`src/hw/rtl/tcbp_pkg.sv`:
```
// ----------------------------------------------------------------------------
// tcbp_pkg
// Shared types and codes for the trace-context binary parser.
// ----------------------------------------------------------------------------
package tcbp_pkg;

  localparam int TRACE_ID_BYTES_DEF = 16;
  localparam int SPAN_ID_BYTES_DEF  = 8;

  localparam int PHASE_W = 4;
  localparam int FCNT_W  = 5;
  localparam int LEN_W   = 32;

  // phase codes double as field kinds
  localparam logic [PHASE_W-1:0] PH_TRACE  = 4'd0;
  localparam logic [PHASE_W-1:0] PH_SPAN   = 4'd1;
  localparam logic [PHASE_W-1:0] PH_PARENT = 4'd2;
  localparam logic [PHASE_W-1:0] PH_FLAGS  = 4'd3;
  localparam logic [PHASE_W-1:0] PH_COUNT  = 4'd4;
  localparam logic [PHASE_W-1:0] PH_KEYLEN = 4'd5;
  localparam logic [PHASE_W-1:0] PH_KEY    = 4'd6;
  localparam logic [PHASE_W-1:0] PH_VALLEN = 4'd7;
  localparam logic [PHASE_W-1:0] PH_VALUE  = 4'd8;
  localparam logic [PHASE_W-1:0] PH_EXTRA  = 4'd9;

  localparam logic [1:0] ST_BUSY  = 2'd0;
  localparam logic [1:0] ST_OK    = 2'd1;
  localparam logic [1:0] ST_SHORT = 2'd2;
  localparam logic [1:0] ST_TRAIL = 2'd3;

  typedef struct packed {
    logic [7:0] in_byte;
    logic       is_last;
  } tcbp_in_t;

  typedef struct packed {
    logic [7:0]         data_byte;
    logic [PHASE_W-1:0] field_kind;
    logic               field_end;
    logic               sampled;
    logic [LEN_W-1:0]   pair_index;
    logic [1:0]         status;
  } tcbp_out_t;

endpackage

```
`src/hw/rtl/tcbp_core.sv`:
```
// ----------------------------------------------------------------------------
// tcbp_core
// Parser state and per-byte decode: tags each byte and updates the state
// when an item is taken.
// ----------------------------------------------------------------------------
module tcbp_core #(
  parameter int TRACE_ID_BYTES = tcbp_pkg::TRACE_ID_BYTES_DEF,
  parameter int SPAN_ID_BYTES  = tcbp_pkg::SPAN_ID_BYTES_DEF
) (
  input  logic                clk,
  input  logic                rst_n,
  input  logic                step,
  input  tcbp_pkg::tcbp_in_t  in_data,
  output tcbp_pkg::tcbp_out_t result
);
  import tcbp_pkg::*;

  localparam logic [FCNT_W:0] TRACE_SIZE = (FCNT_W+1)'(TRACE_ID_BYTES);
  localparam logic [FCNT_W:0] SPAN_SIZE  = (FCNT_W+1)'(SPAN_ID_BYTES);

  logic [PHASE_W-1:0] phase_r, phase_nxt;
  logic [FCNT_W-1:0]  fcnt_r, fcnt_nxt;
  logic [LEN_W-1:0]   len_shift_r, len_shift_nxt;
  logic [LEN_W-1:0]   pairs_left_r, pairs_left_nxt;
  logic [LEN_W-1:0]   pair_cnt_r, pair_cnt_nxt;
  logic [LEN_W-1:0]   bytes_left_r, bytes_left_nxt;
  logic               sampled_r, sampled_nxt;
  logic               extra_r, extra_nxt;

  logic [FCNT_W:0]    fcnt_inc;
  logic [LEN_W-1:0]   len_in;
  logic               len_done;
  logic [LEN_W-1:0]   pairs_dec;
  logic [LEN_W-1:0]   bytes_dec;
  logic [PHASE_W-1:0] kind;
  logic               fend;
  logic [LEN_W-1:0]   pidx;
  logic [1:0]         status;

  assign fcnt_inc  = {1'b0, fcnt_r} + {{FCNT_W{1'b0}}, 1'b1};
  assign len_in    = {len_shift_r[LEN_W-9:0], in_data.in_byte};
  assign len_done  = (fcnt_r >= FCNT_W'(3));
  assign pairs_dec = pairs_left_r - LEN_W'(1);
  assign bytes_dec = bytes_left_r - LEN_W'(1);

  always_comb begin
    phase_nxt      = phase_r;
    fcnt_nxt       = fcnt_r;
    len_shift_nxt  = len_shift_r;
    pairs_left_nxt = pairs_left_r;
    pair_cnt_nxt   = pair_cnt_r;
    bytes_left_nxt = bytes_left_r;
    sampled_nxt    = sampled_r;
    extra_nxt      = extra_r;
    kind           = phase_r;
    fend           = 1'b0;
    pidx           = '0;

    unique case (phase_r)
      PH_TRACE, PH_SPAN, PH_PARENT: begin
        if (fcnt_inc >= ((phase_r == PH_TRACE) ? TRACE_SIZE : SPAN_SIZE)) begin
          fcnt_nxt  = '0;
          fend      = 1'b1;
          phase_nxt = phase_r + PHASE_W'(1);
        end else begin
          fcnt_nxt  = fcnt_inc[FCNT_W-1:0];
        end
      end
      PH_FLAGS: begin
        fend          = 1'b1;
        sampled_nxt   = in_data.in_byte[0];
        fcnt_nxt      = '0;
        len_shift_nxt = '0;
        phase_nxt     = PH_COUNT;
      end
      PH_COUNT, PH_KEYLEN, PH_VALLEN: begin
        if (phase_r != PH_COUNT) begin
          pidx = pair_cnt_r;
        end
        if (len_done) begin
          fend          = 1'b1;
          fcnt_nxt      = '0;
          len_shift_nxt = '0;
          if (phase_r == PH_COUNT) begin
            pairs_left_nxt = len_in;
            phase_nxt      = (len_in == '0) ? PH_EXTRA : PH_KEYLEN;
          end else begin
            bytes_left_nxt = len_in;
            if (phase_r == PH_KEYLEN) begin
              phase_nxt = (len_in == '0) ? PH_VALLEN : PH_KEY;
            end else if (len_in == '0) begin
              // empty value closes the pair
              pairs_left_nxt = pairs_dec;
              pair_cnt_nxt   = pair_cnt_r + LEN_W'(1);
              phase_nxt      = (pairs_dec == '0) ? PH_EXTRA : PH_KEYLEN;
            end else begin
              phase_nxt = PH_VALUE;
            end
          end
        end else begin
          len_shift_nxt = len_in;
          fcnt_nxt      = fcnt_inc[FCNT_W-1:0];
        end
      end
      PH_KEY: begin
        pidx           = pair_cnt_r;
        bytes_left_nxt = bytes_dec;
        if (bytes_dec == '0) begin
          fend      = 1'b1;
          phase_nxt = PH_VALLEN;
        end
      end
      PH_VALUE: begin
        pidx           = pair_cnt_r;
        bytes_left_nxt = bytes_dec;
        if (bytes_dec == '0) begin
          fend           = 1'b1;
          pairs_left_nxt = pairs_dec;
          pair_cnt_nxt   = pair_cnt_r + LEN_W'(1);
          phase_nxt      = (pairs_dec == '0) ? PH_EXTRA : PH_KEYLEN;
        end
      end
      default: begin
        kind      = PH_EXTRA;
        pidx      = pair_cnt_r;
        extra_nxt = 1'b1;
        phase_nxt = PH_EXTRA;
      end
    endcase

    status = ST_BUSY;
    if (in_data.is_last) begin
      if (extra_nxt) begin
        status = ST_TRAIL;
      end else if (phase_nxt == PH_EXTRA) begin
        status = ST_OK;
      end else begin
        status = ST_SHORT;
      end
    end
  end

  assign result.data_byte  = in_data.in_byte;
  assign result.field_kind = kind;
  assign result.field_end  = fend;
  assign result.sampled    = sampled_nxt;
  assign result.pair_index = pidx;
  assign result.status     = status;

  always_ff @(posedge clk) begin
    if (!rst_n || (step && in_data.is_last)) begin
      phase_r      <= PH_TRACE;
      fcnt_r       <= '0;
      len_shift_r  <= '0;
      pairs_left_r <= '0;
      pair_cnt_r   <= '0;
      bytes_left_r <= '0;
      sampled_r    <= 1'b0;
      extra_r      <= 1'b0;
    end else if (step) begin
      phase_r      <= phase_nxt;
      fcnt_r       <= fcnt_nxt;
      len_shift_r  <= len_shift_nxt;
      pairs_left_r <= pairs_left_nxt;
      pair_cnt_r   <= pair_cnt_nxt;
      bytes_left_r <= bytes_left_nxt;
      sampled_r    <= sampled_nxt;
      extra_r      <= extra_nxt;
    end
  end

endmodule

```
`src/hw/rtl/tcbp_out_stage.sv`:
```
// ----------------------------------------------------------------------------
// tcbp_out_stage
// Result register: holds one tagged item until the consumer takes it and
// refills in the same cycle.
// ----------------------------------------------------------------------------
module tcbp_out_stage (
  input  logic                clk,
  input  logic                rst_n,
  input  logic                load,
  input  tcbp_pkg::tcbp_out_t load_data,
  output logic                can_load,
  output logic                out_valid,
  input  logic                out_ready,
  output tcbp_pkg::tcbp_out_t out_data
);
  import tcbp_pkg::*;

  logic      valid_r;
  tcbp_out_t data_r;

  assign can_load  = !valid_r || out_ready;
  assign out_valid = valid_r;
  assign out_data  = data_r;

  always_ff @(posedge clk) begin
    if (!rst_n) begin
      valid_r <= 1'b0;
    end else if (load) begin
      valid_r <= 1'b1;
    end else if (out_ready) begin
      valid_r <= 1'b0;
    end
  end

  always_ff @(posedge clk) begin
    if (load) begin
      data_r <= load_data;
    end
  end

endmodule

```
`src/hw/rtl/trace_context_binary_parser.sv`:
```
// A result item appears in the result register in the cycle after its byte is taken.
// Throughput: one byte per cycle while out_ready is high; the result register refills as it drains.
// The state update and byte tag are one pass of decode logic per byte.
// Reset (synchronous, rst_n low) returns the parser to the trace id field
// and empties the result register; a taken is_last byte resets only the parser.
// ----------------------------------------------------------------------------
// trace_context_binary_parser
// Streaming parser for length-prefixed trace-context records.
// ----------------------------------------------------------------------------
module trace_context_binary_parser #(
  parameter int TRACE_ID_BYTES = tcbp_pkg::TRACE_ID_BYTES_DEF,
  parameter int SPAN_ID_BYTES  = tcbp_pkg::SPAN_ID_BYTES_DEF
) (
  input  logic                clk,
  input  logic                rst_n,
  input  logic                in_valid,
  output logic                in_ready,
  input  tcbp_pkg::tcbp_in_t  in_data,
  output logic                out_valid,
  input  logic                out_ready,
  output tcbp_pkg::tcbp_out_t out_data
);
  import tcbp_pkg::*;

  logic      take;
  tcbp_out_t result;

  assign take = in_valid && in_ready;

  tcbp_core #(
    .TRACE_ID_BYTES (TRACE_ID_BYTES),
    .SPAN_ID_BYTES  (SPAN_ID_BYTES)
  ) u_core (
    .clk     (clk),
    .rst_n   (rst_n),
    .step    (take),
    .in_data (in_data),
    .result  (result)
  );

  tcbp_out_stage u_out (
    .clk       (clk),
    .rst_n     (rst_n),
    .load      (take),
    .load_data (result),
    .can_load  (in_ready),
    .out_valid (out_valid),
    .out_ready (out_ready),
    .out_data  (out_data)
  );

  // every taken byte shows up as a result next cycle
  a_take_to_out: assert property (@(posedge clk) disable iff (!rst_n)
    take |=> out_valid && (out_data.data_byte == $past(in_data.in_byte)))
    else $error("taken item missing from result register");

  // only the final byte carries a verdict
  a_last_verdict: assert property (@(posedge clk) disable iff (!rst_n)
    take |=> ((out_data.status != ST_BUSY) == $past(in_data.is_last)))
    else $error("verdict does not match last flag");

  // header bytes belong to no pair
  a_header_pidx: assert property (@(posedge clk) disable iff (!rst_n)
    (out_valid && (out_data.field_kind == PH_TRACE || out_data.field_kind == PH_SPAN ||
     out_data.field_kind == PH_PARENT || out_data.field_kind == PH_FLAGS ||
     out_data.field_kind == PH_COUNT)) |-> (out_data.pair_index == '0))
    else $error("header byte tagged with nonzero pair index");

endmodule
```
`config.mk`:
```
export PLATFORM = sky130hd
export DESIGN_NAME = trace_context_binary_parser
export DESIGN_NICKNAME = d
export VERILOG_FILES = /design/src/hw/rtl/tcbp_pkg.sv /design/src/hw/rtl/tcbp_core.sv /design/src/hw/rtl/tcbp_out_stage.sv /design/src/hw/rtl/trace_context_binary_parser.sv
export SDC_FILE = /design/constraint.sdc
export NUM_CORES = 1
export LEC_CHECK = 0
export BUFFER_PORTS_ARGS = -buffer_cell sky130_fd_sc_hd__buf_2
export CAP_MARGIN = 20
export CORE_ASPECT_RATIO = 0.6
export CORE_MARGIN = 2
export CORE_UTILIZATION = 65
export DETAILED_ROUTE_END_ITERATION = 12
export MAX_ROUTING_LAYER = met4
export PLACE_DENSITY = 0.85
export SETUP_SLACK_MARGIN = 0.05
export SLEW_MARGIN = 0
export SYNTH_ARGS = -nofsm -noshare
export SYNTH_HDL_FRONTEND = slang
export SYNTH_SLANG_ARGS = --single-unit
```
`constraint.sdc`:
```
create_clock -name clk -period 5.21 [get_ports clk]
set_input_delay 0.521 -clock clk [delete_from_list [all_inputs] [get_ports clk]]
set_output_delay 0.521 -clock clk [all_outputs]
set_load 0.01 [all_outputs]
```
[Word level (Yosys, flattened, before mapping)]
Index checks and enable logic that the tools add are counted.
Widths: inputs -> output; s select.
Word-level totals
  register bits after elaboration: 180
  latch bits: 0
  memory bits (writable): 0
  memory bits (read-only): 0
  logic and storage cells: 108
  memories kept: 0
Cells by class
  add/subtract/negate cells: 5
  $mul: 0
  div/mod/pow operators: 0
  $lt $le $gt $ge: 2
  equality and inequality tests: 17
  shift operators: 0
  multiplexer cells: 44
  bitwise logic cells: 0
  reduce and logical (&&, ||, !) cells: 25
Operator list (number)
  $mux 32: 13
  $pmux 32 s2: 4
  $logic_not 32->1: 3
  $sub 32x1->32 const B: 2
  $pmux 24 s2: 1
  $mux 4: 9
  $add 32x1->32 const B: 1
  $mux 24: 1
  $pmux 4 s5: 1
  $eq 4x3->1 const B: 4
  $mux 5: 3
  $pmux 5 s3: 1
  $reduce_or 9->1: 1
  $eq 4x2->1 const B: 2
  $eq 4x4->1 const B: 2
  $mux 1: 8
  $reduce_bool 2->1: 4
  $reduce_and 7->1: 1
  $add 5x1->6 const B: 1
  $ge 6x6->1: 1
  $ne 2x1->1 const B: 3
  $reduce_and 6->1: 1
  $reduce_or 3->1: 2
  $ge 5x2->1 const B: 1
  17 further kinds: 23

[Longest topological paths before layout]
  depth in word-level cells: 11
  gate-level depth with buffers: 13

[By module]
A second synthesis with hierarchy kept.
Second synthesis, totals
  cell total of the unflattened synthesis: 1284
  area, all modules: 10328.7 um^2
Modules (own cells, without submodules)
  tcbp_core: instances 1, cells each 1231, area each 8832.2 um^2
  tcbp_out_stage: instances 1, cells each 52, area each 1490.2 um^2
  trace_context_binary_parser: instances 1, cells each 1, area each 6.3 um^2

[Worst setup path after synthesis]
OpenSTA, ideal clock, no wires.
  path type: input-to-reg
  start: in out_ready
  end: reg u_core.len_shift_r[10]
  arrival time: 3283 ps
  required time: 5078 ps
  setup slack: 1795 ps
  stages on the path: 8
  path through: nand2b_1 -> nand2_1 -> inv_1 -> buf_1 -> nand2_1 -> clkbuf_1 -> nand2_1 -> a21oi_1
On the way
  word-level cells in the longest chain between the ends: 4
  elaborated cells on any way between the ends: 5
  classes of those cells: reduce/logical (5)
RTL lines
  start, declared: RTL line trace_context_binary_parser.sv:20  | input logic out_ready,
  $logic_or 1x1->1 (*): RTL line tcbp_out_stage.sv:21  | assign can_load = !valid_r || out_ready;
  $logic_and 1x1->1 (*): RTL line trace_context_binary_parser.sv:28  | assign take = in_valid && in_ready;
  via take: RTL line trace_context_binary_parser.sv:25  | logic take;
  $logic_and 1x1->1: RTL line tcbp_core.sv:151  | if (!rst_n || (step && in_data.is_last)) begin
  $logic_or 1x1->1: RTL line tcbp_core.sv:151
  end signal, assigned: RTL line tcbp_core.sv:163  | len_shift_r <= len_shift_nxt;
  end, declared: RTL line tcbp_core.sv:23  | logic [LEN_W-1:0] len_shift_r, len_shift_nxt;
The timed path passes the listed nets; every way through them passes the cells marked *.
A chain may end at the register's enable or synchronous reset.

[Worst setup path after layout]
  start: reg u_core.bytes_left_r[7]
  end: reg u_core.pairs_left_r[8]
On the way
  word-level cells in the longest chain between the ends: 4
RTL lines
  start, declared: RTL line tcbp_core.sv:26  | logic [LEN_W-1:0] bytes_left_r, bytes_left_nxt;
  start signal, assigned: RTL line tcbp_core.sv:166  | bytes_left_r <= bytes_left_nxt;
  $sub 32x1->32: RTL line tcbp_core.sv:44  | assign bytes_dec = bytes_left_r - LEN_W'(1);
  $logic_not 32->1: RTL line tcbp_core.sv:116  | if (bytes_dec == '0) begin
  $ne 2x1->1 (no source line)
  $reduce_and 6->1 (no source line)
  end signal, assigned: RTL line tcbp_core.sv:164  | pairs_left_r <= pairs_left_nxt;
  end, declared: RTL line tcbp_core.sv:24  | logic [LEN_W-1:0] pairs_left_r, pairs_left_nxt;
Every way passes these cells.

==> results.toml <==
[yosys]
syn_area_mm2 = 0.01011
synth_area_per_cell_um2 = 8.039
yosys_warnings = 0
synthCells = 1258
synth_area_leaders = "dfxtp_1, edfxtp_1, nand2_1"
syn-num-nets = 1284
synth_top_area_frac = 0.2613
synth-edff-count = 48
yosysSeqAreaShare = 0.4038
ys_async_sr_fraction = 0
synthFlopType = "dfxtp_1"
synth-seq-cells = 180
ys_types = 69
synth.largest_area_cell = "dfxtp_1"

[clock_network]
hold_buffers = 0
cts-root-buf = "clkbuf_16"
cts_tree = "done"
post_cts_buffers = 0
numCtsBuffers = 17
clkTransAtPathRegs_ps = 90
clock_latency_ps = 450
h-tree-depth = 4
cts_resized = 0
clock_path_buffers = 2
clock_sinks = 180

[timing]
slew_headroom = 0.2724
setup_ws_ps = 1142
fin_crit_sh = 0.7808
hold_viol_final = 0
fin_worst_skew_ps = 16.05
report.final.slew_viol_count = 0
hold_ws_ps = 372.7
fmaxAchievable_ghz = 0.2458
tightest_slew_ps = 1088
period_needed_ps = 4068
finalSetupViolCount = 0
fin_setup_tns_ps = 0
grt_setup_unrepaired = "false"

[route]
dr.pass1.iters = 6
routedWlPerCell_um = 20.41
wl_mm = 30.49
drtIter0Drc = 1511
via_per_inst = 6.806
vias = 10170
drtAntennaViolNets = 0
drc = 0

[floorplan]
pin_count = 63
die_h_um = 100.6
dieArea_mm2 = 0.01661
rows = 35
die_w_um = 165.0
start_util = 0.6617
fp.coreArea_mm2 = 0.01528

[setup_path]
path_max_fanout = 11
path_cells = "nor3_2 -> nand2_1 -> or4b_1 -> a211oi_1 -> nand4_1 -> or3_1 -> nand2_1 -> a221oi_1"
cp-start-kind = "flip-flop"
worst_setup_path_end_kind = "flip-flop"
worstPathRequired_ps = 5470
slowest_stage = "or4b_1"
rrSetupSlack_ps = 1140
crit_family = "simple AND/OR/NAND/NOR gates"
worstPathArrival_ps = 4320
cpMostUsedCell = "nand2_1"
ff2ff_path_depth = 8
worstReg2RegEnd = "u_core.pairs_left_r[8]$_SDFFE_PP0P_"
critical_path_class = "reg -> reg"
slowest_delay_ps = 640
reg2reg_from = "u_core.bytes_left_r[7]$_SDFFE_PP0P_"
crit_buf_inv = 0

[finish]
antenna_cells = 0
drive_above_1_share = 0.1115
multi_input_area_mm2 = 0.005649
layout_common_cells = "nand2_1, dfxtp_1, nor2_1"
mostFrequentLayoutCell = "nand2_1"
nNetsFinal = 1304
final_util = 0.7357
fillers = 1156
syn2layout_area_growth_pct = 11.18
seq_area_mm2 = 0.004084

[hold_path]
hold_depth = 3
holdPathEnd = "u_out.out_valid$_SDFFE_PN0P_"
worst_hold_path_type = "in -> reg"
min_from = "in_valid"

[job]
cap_violations = 0

[global_routing]
top_usage_layer = "met1"
met1_usage = 0.5463
grt_use_met2 = 0.5003
grt_pass1_wl_mm = 47.91
grt_use_total = 0.3785
antenna_found_initial = 0
use_met3 = 0.1127
grt_pass1_vias = 8939
grt_max_degree = 80
grt_overflow = 0

[outcome]
status = "completed"

[power]
power.density_mw_per_mm2 = 298.4
irDropWorstVdd_uv = 212.1
p_leak_nw = 4.378

[placement]
portBuffers = 62
place_ws_ps = 1431
place_hpwl_mm = 20.40
place_congestion = 1.032
[cell families (layout without fill, tap and decap cells)]
kind of cell,Yosys count,in the layout,share of synthesized area
compound gates,326,326,0.2078
xor+xnor,12,12,0.01039
fa+ha+maj,13,13,0.01608
buf+inv,113,146,0.04243
flops,180,180,0.4038
mux,28,28,0.02784
simple gates,586,586,0.2916
[metrics by stage]
step,std cells,power (mW),cell area (um2)
after floorplan,1258,1.864,10110
after global placement,1460,1.996,10560
after detailed placement,1460,2.007,10560
after CTS,1492,3.324,11200
after global routing,1494,3.454,11240
final,1494,3.355,11240
[synth_stat cells, drive strengths merged, types with 3 or more instances]
library cell and count:
buf 12, o21a 3, clkbuf 72, a21oi 101, nand2b 33, o221a 3
mux2i 27, nand2 163, nor3 37, edfxtp 48, a41oi 4, o211a 4
nor3b 3, a21o 3, inv 29, nor4b 3, or2 4, xnor2 7
o2111ai 4, o32ai 4, xor2 5, a22oi 10, ha 13, or4 15
and3 17, and2 42, a221oi 11, o41ai 20, o22ai 12, nand4 29
nand4b 3, nor4 34, o31a 6, a211oi 16, nand3 64, a31oi 8
or3 15, nor2 115, dfxtp 132, o31ai 12, a22o 7, o21ai 81
[how the worst max path moves through the flow]
| stage | slack, ps | start | end | cells after the start |
|---|---|---|---|---|
| 2_1_floorplan | 1790 | out_ready | u_core.len_shift_r[10]$_SDFFE_PP0P_ | 8 |
| 3_3_place_gp | 1520 | u_core.bytes_left_r[16]$_SDFFE_PP0P_ | u_core.pair_cnt_r[29]$_SDFFE_PP0P_ | 8 |
| 3_5_place_dp | 1430 | u_core.bytes_left_r[7]$_SDFFE_PP0P_ | u_core.pair_cnt_r[29]$_SDFFE_PP0P_ | 8 |
| 4_1_cts | 1380 | u_core.bytes_left_r[7]$_SDFFE_PP0P_ | u_core.pairs_left_r[8]$_SDFFE_PP0P_ | 8 |
| 5_1_grt | 950 | u_core.bytes_left_r[13]$_SDFFE_PP0P_ | u_core.pairs_left_r[31]$_SDFFE_PP0P_ | 8 |
| 6_report | 1140 | u_core.bytes_left_r[7]$_SDFFE_PP0P_ | u_core.pairs_left_r[8]$_SDFFE_PP0P_ | 8 |
[state kept, by name (all words and copies together) (netlist names), 4 cells and up]
| name | count |
|---|---|
| u_out.out_data | 48 |
| u_core.pairs_left_r | 32 |
| u_core.phase_r | 4 |
| u_core.len_shift_r | 24 |
| u_core.bytes_left_r | 32 |
| u_core.fcnt_r | 5 |
| u_core.pair_cnt_r | 32 |
[routing by layer]
metal  up-vias  part of all wire
met5         -                 0
met4         0             0.024
met3        88              0.14
met2       673              0.41
met1      4724              0.43
li1       4683                 -
[worst register-to-register path, stage by stage (launching register included)]
cell,delay [ps]
dfxtp_1,370
nor3_2,550
nand2_1,350
or4b_1,640
a211oi_1,460
nand4_1,320
or3_1,500
nand2_1,450
a221oi_1,230
[report_power, final]
| group | total (mW) | internal, mW | switching, mW |
|---|---|---|---|
| clock | 1.35 | 0.663 | 0.688 |
| combinational | 0.516 | 0.159 | 0.357 |
| sequential | 1.49 | 1.47 | 0.0207 |
[cell type report]
type,count,area share
multi-input cells,965,0.5024
flip-flops and latches,180,0.3632
well taps,203,0.02259
clock buffers,17,0.03783
clock inverters,15,0.01847
inverters,29,0.009681
repair buffers,85,0.04584
Note: power is estimated with default switching activity, not from simulation.
